### src/hdl/rqkt_pkg.sv
// Shared types, constants and codes for the reply queue with keyed take.
`timescale 1ns / 1ps

package rqkt_pkg;

    // Number of message cells in the chain.
    localparam int QUEUE_DEPTH = 8;

    // Width of the fill counter, able to hold QUEUE_DEPTH itself.
    localparam int CNT_W = $clog2(QUEUE_DEPTH + 1);

    // Width used when reporting the fill, at least the four reported bits.
    localparam int FILL_W = (CNT_W > 4) ? CNT_W : 4;

    // Operation selector carried on the input tuser.
    localparam logic OP_ENQUEUE = 1'b0;
    localparam logic OP_TAKE    = 1'b1;

    // Result status carried on the output tuser.
    typedef enum logic [1:0] {
        STATUS_STORED    = 2'd0,
        STATUS_DROPPED   = 2'd1,
        STATUS_TAKEN     = 2'd2,
        STATUS_NOT_FOUND = 2'd3
    } status_t;

    // One stored message, kind in the lowest bits.
    typedef struct packed {
        logic [31:0] arg3;
        logic [31:0] arg2;
        logic [31:0] arg1;
        logic [31:0] arg0;
        logic [31:0] reply_tag;
        logic [31:0] destination;
        logic [31:0] source;
        logic [31:0] kind;
    } msg_t;

    // Request decode shared by every cell of the chain.
    typedef struct packed {
        logic enq;
        logic take;
        logic full;
    } cell_ctl_t;

endpackage

### src/hdl/rqkt_cell.sv
// One message cell of the queue chain: storage, key compare and shift.
`timescale 1ns / 1ps

module rqkt_cell
    import rqkt_pkg::*;
(
    input  logic      clk,
    input  cell_ctl_t ctl,        // request decode common to all cells
    input  logic      cell_valid, // this cell holds a message
    input  logic      cell_tail,  // this cell is the first free one
    input  msg_t      new_msg,    // message of an enqueue request
    input  logic [31:0] key,      // search key of a take request
    input  msg_t      next_msg,   // contents of the newer neighbour
    input  logic      hit_in,     // an older cell already matched
    output logic      hit_out,
    input  msg_t      sel_in,     // taken message gathered so far
    output msg_t      sel_out,
    output msg_t      msg         // stored contents, towards the older neighbour
);

    msg_t msg_reg;
    msg_t msg_next;
    logic match;
    logic first;

    // Key compare; only a take with a live entry may match.
    assign match   = ctl.take && cell_valid && (msg_reg.reply_tag == key);
    assign first   = match && !hit_in;
    assign hit_out = hit_in || match;
    assign sel_out = first ? msg_reg : sel_in;
    assign msg     = msg_reg;

    // Store an enqueue at the tail; shift headwards on a drop or a take's gap.
    always_comb
    begin
        msg_next = msg_reg;
        if (ctl.enq && ctl.full)
        begin
            msg_next = next_msg;
        end
        else if (ctl.enq && cell_tail)
        begin
            msg_next = new_msg;
        end
        else if (ctl.take && (hit_in || match))
        begin
            msg_next = next_msg;
        end
    end

    always_ff @(posedge clk)
    begin
        msg_reg <= msg_next;
    end

endmodule

### src/hdl/reply_queue_drop_oldest_keyed_take_core.sv
// Top level of the reply queue: chain of message cells, fill count and result register.
`timescale 1ns / 1ps
//
// Bounded queue of pending reply messages with drop-oldest and take by request id.
// The input channel (s_*) carries one request per transfer: s_tuser selects enqueue
// or take, s_tdata carries the request id (the key of a take) and the message words.
// The output channel (m_*) returns exactly one result per request: the status on
// m_tuser, the taken message and the fill after the request on m_tdata.
// Messages sit in a row of cells, oldest in the first cell. An enqueue writes the
// first free cell; when all cells are full the whole row shifts one place towards
// the head, losing the oldest message. A take compares every cell with the key,
// picks the oldest match through a priority chain, and the newer cells shift down.
// The result of an accepted request appears on m_* in the next cycle, and one
// request is taken every cycle while m_tready is high.
// The result register frees s_tready as soon as its contents are taken, so a new
// request is accepted in the same cycle a waiting result leaves. When m_tready is
// low with a result held, s_tready drops and the queue state holds.
// Reset empties the queue and clears the output valid; stored words are not cleared.
//

module reply_queue_drop_oldest_keyed_take_core
    import rqkt_pkg::*;
(
    input  logic         clk,
    input  logic         rst_n,
    input  logic         s_tvalid,
    output logic         s_tready,
    // reply_tag, msg_kind, msg_source, msg_destination, msg_arg0..msg_arg3
    input  logic [255:0] s_tdata,
    // operation
    input  logic         s_tuser,
    output logic         m_tvalid,
    input  logic         m_tready,
    // out_kind, out_source, out_destination, out_reply_tag, out_arg0..out_arg3,
    // queue_fill, zero padding
    output logic [263:0] m_tdata,
    // status
    output logic [1:0]   m_tuser
);

    logic [CNT_W-1:0] fill_reg;
    logic [CNT_W-1:0] fill_next;
    logic             out_valid_reg;
    logic             out_valid_next;
    msg_t             out_msg_reg;
    status_t          out_status_reg;
    status_t          status_next;
    logic [FILL_W-1:0] out_fill_reg;

    logic      accept;
    cell_ctl_t ctl;
    msg_t      new_msg;
    logic      found;

    msg_t cell_msg [QUEUE_DEPTH];
    logic hit      [QUEUE_DEPTH+1];
    msg_t sel      [QUEUE_DEPTH+1];

    // Request decode.
    assign s_tready = !out_valid_reg || m_tready;
    assign accept   = s_tvalid && s_tready;

    assign new_msg.kind        = s_tdata[63:32];
    assign new_msg.source      = s_tdata[95:64];
    assign new_msg.destination = s_tdata[127:96];
    assign new_msg.reply_tag   = s_tdata[31:0];
    assign new_msg.arg0        = s_tdata[159:128];
    assign new_msg.arg1        = s_tdata[191:160];
    assign new_msg.arg2        = s_tdata[223:192];
    assign new_msg.arg3        = s_tdata[255:224];

    assign ctl.enq  = accept && (s_tuser == OP_ENQUEUE);
    assign ctl.take = accept && (s_tuser == OP_TAKE);
    assign ctl.full = (fill_reg == CNT_W'(QUEUE_DEPTH));

    // Chain of cells, oldest message in cell zero.
    assign hit[0] = 1'b0;
    assign sel[0] = '0;

    for (genvar i = 0; i < QUEUE_DEPTH; i++)
    begin : g_cell
        msg_t next_msg;

        if (i == QUEUE_DEPTH - 1)
        begin : g_last
            assign next_msg = new_msg;
        end
        else
        begin : g_mid
            assign next_msg = cell_msg[i+1];
        end

        rqkt_cell u_cell (
            .clk        (clk),
            .ctl        (ctl),
            .cell_valid (CNT_W'(i) < fill_reg),
            .cell_tail  (CNT_W'(i) == fill_reg),
            .new_msg    (new_msg),
            .key        (s_tdata[31:0]),
            .next_msg   (next_msg),
            .hit_in     (hit[i]),
            .hit_out    (hit[i+1]),
            .sel_in     (sel[i]),
            .sel_out    (sel[i+1]),
            .msg        (cell_msg[i])
        );
    end

    assign found = hit[QUEUE_DEPTH];

    // Fill count and status of the current request.
    always_comb
    begin
        fill_next   = fill_reg;
        status_next = STATUS_NOT_FOUND;
        if (ctl.enq)
        begin
            if (ctl.full)
            begin
                status_next = STATUS_DROPPED;
            end
            else
            begin
                status_next = STATUS_STORED;
                fill_next   = fill_reg + CNT_W'(1);
            end
        end
        else if (ctl.take && found)
        begin
            status_next = STATUS_TAKEN;
            fill_next   = fill_reg - CNT_W'(1);
        end
    end

    // Output register handshake.
    always_comb
    begin
        out_valid_next = out_valid_reg;
        if (accept)
        begin
            out_valid_next = 1'b1;
        end
        else if (m_tready)
        begin
            out_valid_next = 1'b0;
        end
    end

    always_ff @(posedge clk or negedge rst_n)
    begin
        if (!rst_n)
        begin
            fill_reg      <= '0;
            out_valid_reg <= 1'b0;
        end
        else
        begin
            fill_reg      <= fill_next;
            out_valid_reg <= out_valid_next;
        end
    end

    // Result payload, loaded with each accepted request.
    always_ff @(posedge clk)
    begin
        if (accept)
        begin
            out_msg_reg    <= sel[QUEUE_DEPTH];
            out_status_reg <= status_next;
            out_fill_reg   <= FILL_W'(fill_next);
        end
    end

    assign m_tvalid = out_valid_reg;
    assign m_tuser  = out_status_reg;
    assign m_tdata  = {4'b0000, out_fill_reg[3:0], out_msg_reg};

    // The queue never holds more messages than it has cells.
    a_fill_bound: assert property (@(posedge clk) disable iff (!rst_n)
        fill_reg <= CNT_W'(QUEUE_DEPTH))
        else $error("fill count above queue depth");

    // A take that finds nothing leaves the fill unchanged.
    a_miss_keeps_fill: assert property (@(posedge clk) disable iff (!rst_n)
        (ctl.take && !found) |=> (fill_reg == $past(fill_reg)))
        else $error("unmatched take changed the fill");

    // An enqueue into a full queue reports the drop and stays full.
    a_drop_when_full: assert property (@(posedge clk) disable iff (!rst_n)
        (ctl.enq && ctl.full) |=>
            (out_status_reg == STATUS_DROPPED && fill_reg == CNT_W'(QUEUE_DEPTH)))
        else $error("enqueue into full queue misreported");

    // Results other than a take carry no message words.
    a_zero_payload: assert property (@(posedge clk) disable iff (!rst_n)
        (out_valid_reg && out_status_reg != STATUS_TAKEN) |-> (out_msg_reg == '0))
        else $error("message words present on a non-take result");

endmodule

### config.mk
export PLATFORM = sky130hd
export DESIGN_NAME = reply_queue_drop_oldest_keyed_take_core
export DESIGN_NICKNAME = d
export VERILOG_FILES = /design/src/hdl/rqkt_pkg.sv /design/src/hdl/rqkt_cell.sv /design/src/hdl/reply_queue_drop_oldest_keyed_take_core.sv
export SDC_FILE = /design/constraint.sdc
export NUM_CORES = 2
export LEC_CHECK = 0
export BUFFER_PORTS_ARGS = -buffer_cell sky130_fd_sc_hd__buf_2
export CAP_MARGIN = 20
export CORE_UTILIZATION = 55
export DETAILED_ROUTE_END_ITERATION = 6
export HOLD_SLACK_MARGIN = 0.1
export PLACE_DENSITY = 0.73
export SYNTH_ARGS = -nofsm -noshare
export SYNTH_HDL_FRONTEND = slang
export SYNTH_SLANG_ARGS = --single-unit
### constraint.sdc
create_clock -name clk -period 16.36 [get_ports clk]
set_input_delay 3.272 -clock clk [delete_from_list [all_inputs] [get_ports clk]]
set_output_delay 3.272 -clock clk [all_outputs]
set_load 0.1 [all_outputs]
* Word level (Yosys, flattened, before mapping)
Cells that the tools add are included.
Operators by class: magnitude comparators 8, muxes and demuxes 40, shift operators 0, bitwise gates (word level) 1, reductions and logical operators 69, equal/unequal tests 16, add/sub/neg operators 2, multiply operators 0, divide/modulo/power cells 0
Operators by type and width (number):
- 256-bit two-way mux | 32
- 32-bit == test | 8
- 1-bit logical AND | 43
- 3-bit nonzero test | 8
- 3-bit by 4-bit == test with 1-bit output (first input constant) | 4
- 3-bit by 4-bit less-than comparator with 1-bit output (first input constant) | 4
- 4-bit two-way mux | 3
- 2-bit by 4-bit == test with 1-bit output (first input constant) | 2
- 1-bit zero test | 8
- 1-bit logical OR | 8
- 1-bit by 4-bit less-than comparator with 1-bit output (first input constant) | 2
- 2-bit by 4-bit less-than comparator with 1-bit output (first input constant) | 2
- 4-bit by 1-bit adder with 4-bit output (second input constant) | 1
- 1-bit by 4-bit == test with 1-bit output (first input constant) | 1
- 4-bit == test (second input constant) | 1
- 4-bit zero test | 1
- 1-bit two-way mux | 4
- 4-bit by 1-bit subtractor with 4-bit output (second input constant) | 1
- 2-bit two-way mux | 1
- 2-bit nonzero test | 1
- 1-bit inverter | 1
Word-level totals: bits in registers 2315, memories kept 0, word-level logic and storage cells 212, latch bits 0, memory bits (read-only) 0, RAM bits 0, output and inout port bits 268

* Logic depth before layout (Yosys ltp)
depth in word-level cells 17, mapped depth 15, gate-level depth less buffers 10

* Hierarchy
From an unflattened synthesis, not the netlist that was laid out.
Second synthesis, totals: cells, all modules 7405, area total of the unflattened synthesis 122048.3 um^2
Modules (own cells, without submodules):
- rqkt_cell | area an instance 14207.4 um^2, instances 8, cells an instance 885, sequential area each 7687.4 um^2
- reply_queue_drop_oldest_keyed_take_core | area an instance 8389.3 um^2, instances 1, cells an instance 325, sequential area each 7992.7 um^2

* Worst setup path before layout
Ideal clock, no wire load.
path type input-to-reg, start in m_tready, end reg g_cell[6].u_cell.msg_reg (netlist bit g_cell[6].u_cell.msg[0]), enable pin, path buffers 3, stages 11, setup time 3111 ps, data required time 13249 ps, slack -3080 ps, arrival time 16328 ps, path through nor2b_1 > inv_1 > and2_1 > nor2b_1 > clkbuf_1 > inv_1 > nor2_1 > nand3_1 > buf_1 > clkbuf_1 > nand4_1
On the way: word-level cells in the longest chain between the ends 13, elaborated cells on any way between the ends 28, classes of those cells 28 x reduce/logical
RTL lines:
- start: declaration | line reply_queue_drop_oldest_keyed_take_core.sv:33 | input logic m_tready,
- 1-bit logical OR (*) | line reply_queue_drop_oldest_keyed_take_core.sv:60 | assign s_tready = !out_valid_reg || m_tready;
- via s_tready | line reply_queue_drop_oldest_keyed_take_core.sv:27 | output logic s_tready,
- 1-bit logical AND (*) | line reply_queue_drop_oldest_keyed_take_core.sv:61 | assign accept = s_tvalid && s_tready;
- via accept | line reply_queue_drop_oldest_keyed_take_core.sv:50 | logic accept;
- 1-bit logical AND | line reply_queue_drop_oldest_keyed_take_core.sv:73 | assign ctl.take = accept && (s_tuser == OP_TAKE);
- 1-bit logical AND (2 in series) | line rqkt_cell.sv:27 | assign match = ctl.take && cell_valid && (msg_reg.reply_tag == key);
- 1-bit logical OR (5 in series) | line rqkt_cell.sv:29 | assign hit_out = hit_in || match;
- 1-bit logical OR | line rqkt_cell.sv:45 | else if (ctl.take && (hit_in || match))
- 1-bit logical AND | line rqkt_cell.sv:45
- 3-bit nonzero test (no line) (*)
- end signal: assignment | line rqkt_cell.sv:53 | msg_reg <= msg_next;
- end: declaration | line rqkt_cell.sv:21 | msg_t msg_reg;
Mark *: on every way through the listed nets, which the timed path passes. The rest lies on a longest branch. A chain may end at the register's enable or synchronous reset.

* Final worst setup path
start in m_tready, end reg g_cell[2].u_cell.msg_reg (netlist bit g_cell[2].u_cell.msg[214]), enable pin
On the way: word-level cells in the longest chain between the ends 9, elaborated cells on any way between the ends 16, classes of those cells 16 x reduce/logical
RTL lines (line):
- 1-bit logical OR (*) | reply_queue_drop_oldest_keyed_take_core.sv:60
- 1-bit logical AND (*) | reply_queue_drop_oldest_keyed_take_core.sv:61
- via accept | reply_queue_drop_oldest_keyed_take_core.sv:50
- 1-bit logical AND | reply_queue_drop_oldest_keyed_take_core.sv:73
- 1-bit logical AND (2 in series) | rqkt_cell.sv:27
- 1-bit logical OR | rqkt_cell.sv:29
- 1-bit logical OR | rqkt_cell.sv:45
- 1-bit logical AND | rqkt_cell.sv:45
- 3-bit nonzero test (no line) (*)
- end signal: assignment | rqkt_cell.sv:53
- end: declaration | rqkt_cell.sv:21
Marks and branches as above.

==> impl_metrics.ini <==
[cts]
cts_resized = 0
clkLatencyLatePin_ns = 0.91
postCtsSetupBuffers = 0
clkSinkCount = 2315
cts-root-buf = clkbuf_16
clockBufferDepth = 3
cts_tree = yes
cts_hold_buf = 0
numCtsBuffers = 235
clk_pin_slew_ns = 0.06
cts_max_level = 4

[placed_design]
portBuffers = 524
gp_congestion = 1.00
placed_cell_area_um2 = 114000
hpwl_um = 197000

[layout]
largest_register_ffs = 2048
syn_to_final_growth_pct = 11.0
design_area_um2 = 122000
drive_gt1_frac = 0.291
fillers = 14900
layout.nets = 8582

[worst_hold_path]
holdCritPathClass = register to register
hold_depth = 2
min_from = g_cell[6].u_cell.msg[232]$_DFFE_PP_
whs_endpoint = g_cell[5].u_cell.msg[232]$_DFFE_PP_

[sta]
worst_slew_pin_slew_ns = 1.17
rsz0062_at_grt = no
hold_violations = 0
fin_crit_sh = 0.539
skew_ns = 0.0388
setup_viol = 0
max_freq_ghz = 0.113
min_period_ns = 8.82
slew_violations = 0
tns_ns = 0
maxSlewHeadroom = 0.217

[logic_synthesis]
yosys_warnings = 0
synth_most_common_cell = edfxtp_1
yosysTopAreaCellShare = 0.633
synthTopCellsByArea = edfxtp_1 63%, mux2_2 15%, nand2_1 3.2%
synth_edf_count = 2310
synth_commonest_cells = 2310 x edfxtp_1, 1439 x mux2_2, 945 x nand2_1
postSynth.asyncResetShare = 0.00216
yosysTopAreaCell = edfxtp_1
synth_cell_types = 62
ys_ff_latch = 2315
netlist_area_um2 = 110000
syn_avg_cell_area_um2 = 13.5
syn-instance-count = 8115
yosysSeqAreaShare = 0.634
synth_ff_type = edfxtp_1

[die]
num_io_pins = 529
dieArea_um2 = 201000
start_util = 0.554
fp.dieH_um = 448
die_w_um = 448
rows = 163
core_um2 = 198000

[grt]
use_met1 = 0.477
grt_start_max_net_pins = 137
gr-usage-met2 = 0.546
antenna_found_initial = 112
use_met3 = 0.0697
grt_first_pass_wirelength_um = 529000
grt_usage = 0.360
first_global_vias = 76700
top_usage_layer = met2
grt-ovfl-total = 0

[critical_path]
reg2reg_depth = 10
path_class = input port to register
cp-start-kind = input port
cp_data_required_time_ns = 16.86
arrival_ns = 9.33
cp-end-kind = register
r2r_start = m_tvalid$_DFFE_PN0P_
regToRegEndpoint = g_cell[2].u_cell.msg[214]$_DFFE_PP_
crit_path_max_fanout = 54
r2r_setup_slack_ns = 9.46

[routing]
vias = 78100
routed_via_density = 6.95
drtAntennaViolNets = 0
drtIter0Drc = 12200
first_pass_iters = 7
avgRoutedWirePerCell_um = 32.8
drcViolationCount = 1
wl_um = 368000

[power_and_ir_drop]
ir_worst_vdd_mv = 0.110
power_density_nw_per_um2 = 112
total_leakage_power_nw = 41.5
total_power_mw = 13.6

[status]
status = finished with violations
violations = design-rule violations

[job]
drv_cap = 0
## placed cells by master, fill, tap and decap left out, drive strengths merged, types with 11 or more instances in the layout
cell and count:
edfxtp 2310, mux2 1439, nand2 945, buf 665, o21ai 582, clkbuf 288
nand3 274, nor2 225, a21oi 208, a222oi 158, xor2 149, a221oi 125
and3 120, clkinv 116, a31oi 110, xnor2 109, nor4 104, diode 91
a211oi 83, mux2i 61, o22ai 57, or3 56, a311oi 55, nand4 46
o221ai 35, o21bai 33, inv 20, nor3 15, a2111oi 14, and2 14
bufinv 11
## kinds of logic (layout without fill, tap and decap cells)
kind of cell	count (synthesis)	in the layout	share of synthesized area
DFF	2315	2315	0.634
and+or+nand+nor	1829	1829	0.0754
muxes	1500	1500	0.154
AOI/OAI and AO/OA	1491	1491	0.0887
buffers and inverters	716	1104	0.0267
xor gates and xnor gates	258	258	0.0206
adders and majority gates	5	5	0.000571
other	1	95	0.0000342
## per-stage QoR
| step | setup WS, ns | hold WS [ns] | std cells | util |
|---|---|---|---|---|
| 3_3_place_gp | 6.80 | 0.525 | 10700 | 0.577 |
| 5_1_grt | 7.43 | 0.565 | 11200 | 0.615 |
| 6_report | 7.54 | 0.546 | 11200 | 0.615 |
| 3_5_place_dp | 6.75 | 0.536 | 10700 | 0.577 |
| 2_1_floorplan | 0.0516 | 0.513 | 8118 | - |
| 4_1_cts | 7.69 | 0.549 | 11100 | 0.614 |
## report_power, final
part	leakage, nW	internal (mW)	total, mW	switching (mW)
registers	21.1	6.91	7.07	0.161
logic	16.8	0.367	1.31	0.943
clock network	3.58	2.85	5.21	2.35
## worst max path at each step
stage	startpoint	end	slack (ns)	cells past startpoint
after global routing	m_tready	g_cell[2].u_cell.msg[214]$_DFFE_PP_	7.43	11
after detailed placement	m_tready	g_cell[2].u_cell.msg[220]$_DFFE_PP_	6.75	11
after CTS	m_tready	g_cell[2].u_cell.msg[188]$_DFFE_PP_	7.69	11
after global placement	m_tready	g_cell[2].u_cell.msg[215]$_DFFE_PP_	6.80	11
final	m_tready	g_cell[2].u_cell.msg[214]$_DFFE_PP_	7.54	11
after floorplan	m_tready	g_cell[6].u_cell.msg[0]$_DFFE_PP_	0.05	11
## metal layers
metal | vias up | part of all wire | wire (µm)
met3 | 1197 | 0.12 | 43700
met2 | 6034 | 0.45 | 167000
li1 | 32000 | - | -
met4 | 36 | 0.065 | 23800
met1 | 38800 | 0.36 | 134000
met5 | - | 0.00062 | 229
## cell type report
type	count	area, µm²	share of cell area
antenna	91	228	0.00187
tap	2640	3300	0.0272
clock buffer	288	6210	0.0511
multi-input combinational	5087	37400	0.307
sequential	2315	69500	0.572
timing repair buffer	665	3870	0.0318
inverter	12	48.8	0.000401
clock inverter	139	1030	0.00851
## worst max-delay path: stages
cell        delay (ns)
buf_2             0.10
nor2b_4           0.10
clkinvlp_4        0.11
and2_4            0.87
nor2b_1           0.63
inv_1             0.26
nor3_1            0.72
nand2_4           0.62
nand3_4           0.64
buf_4             0.91
buf_4             0.90
(Power assumes the default switching activity.)
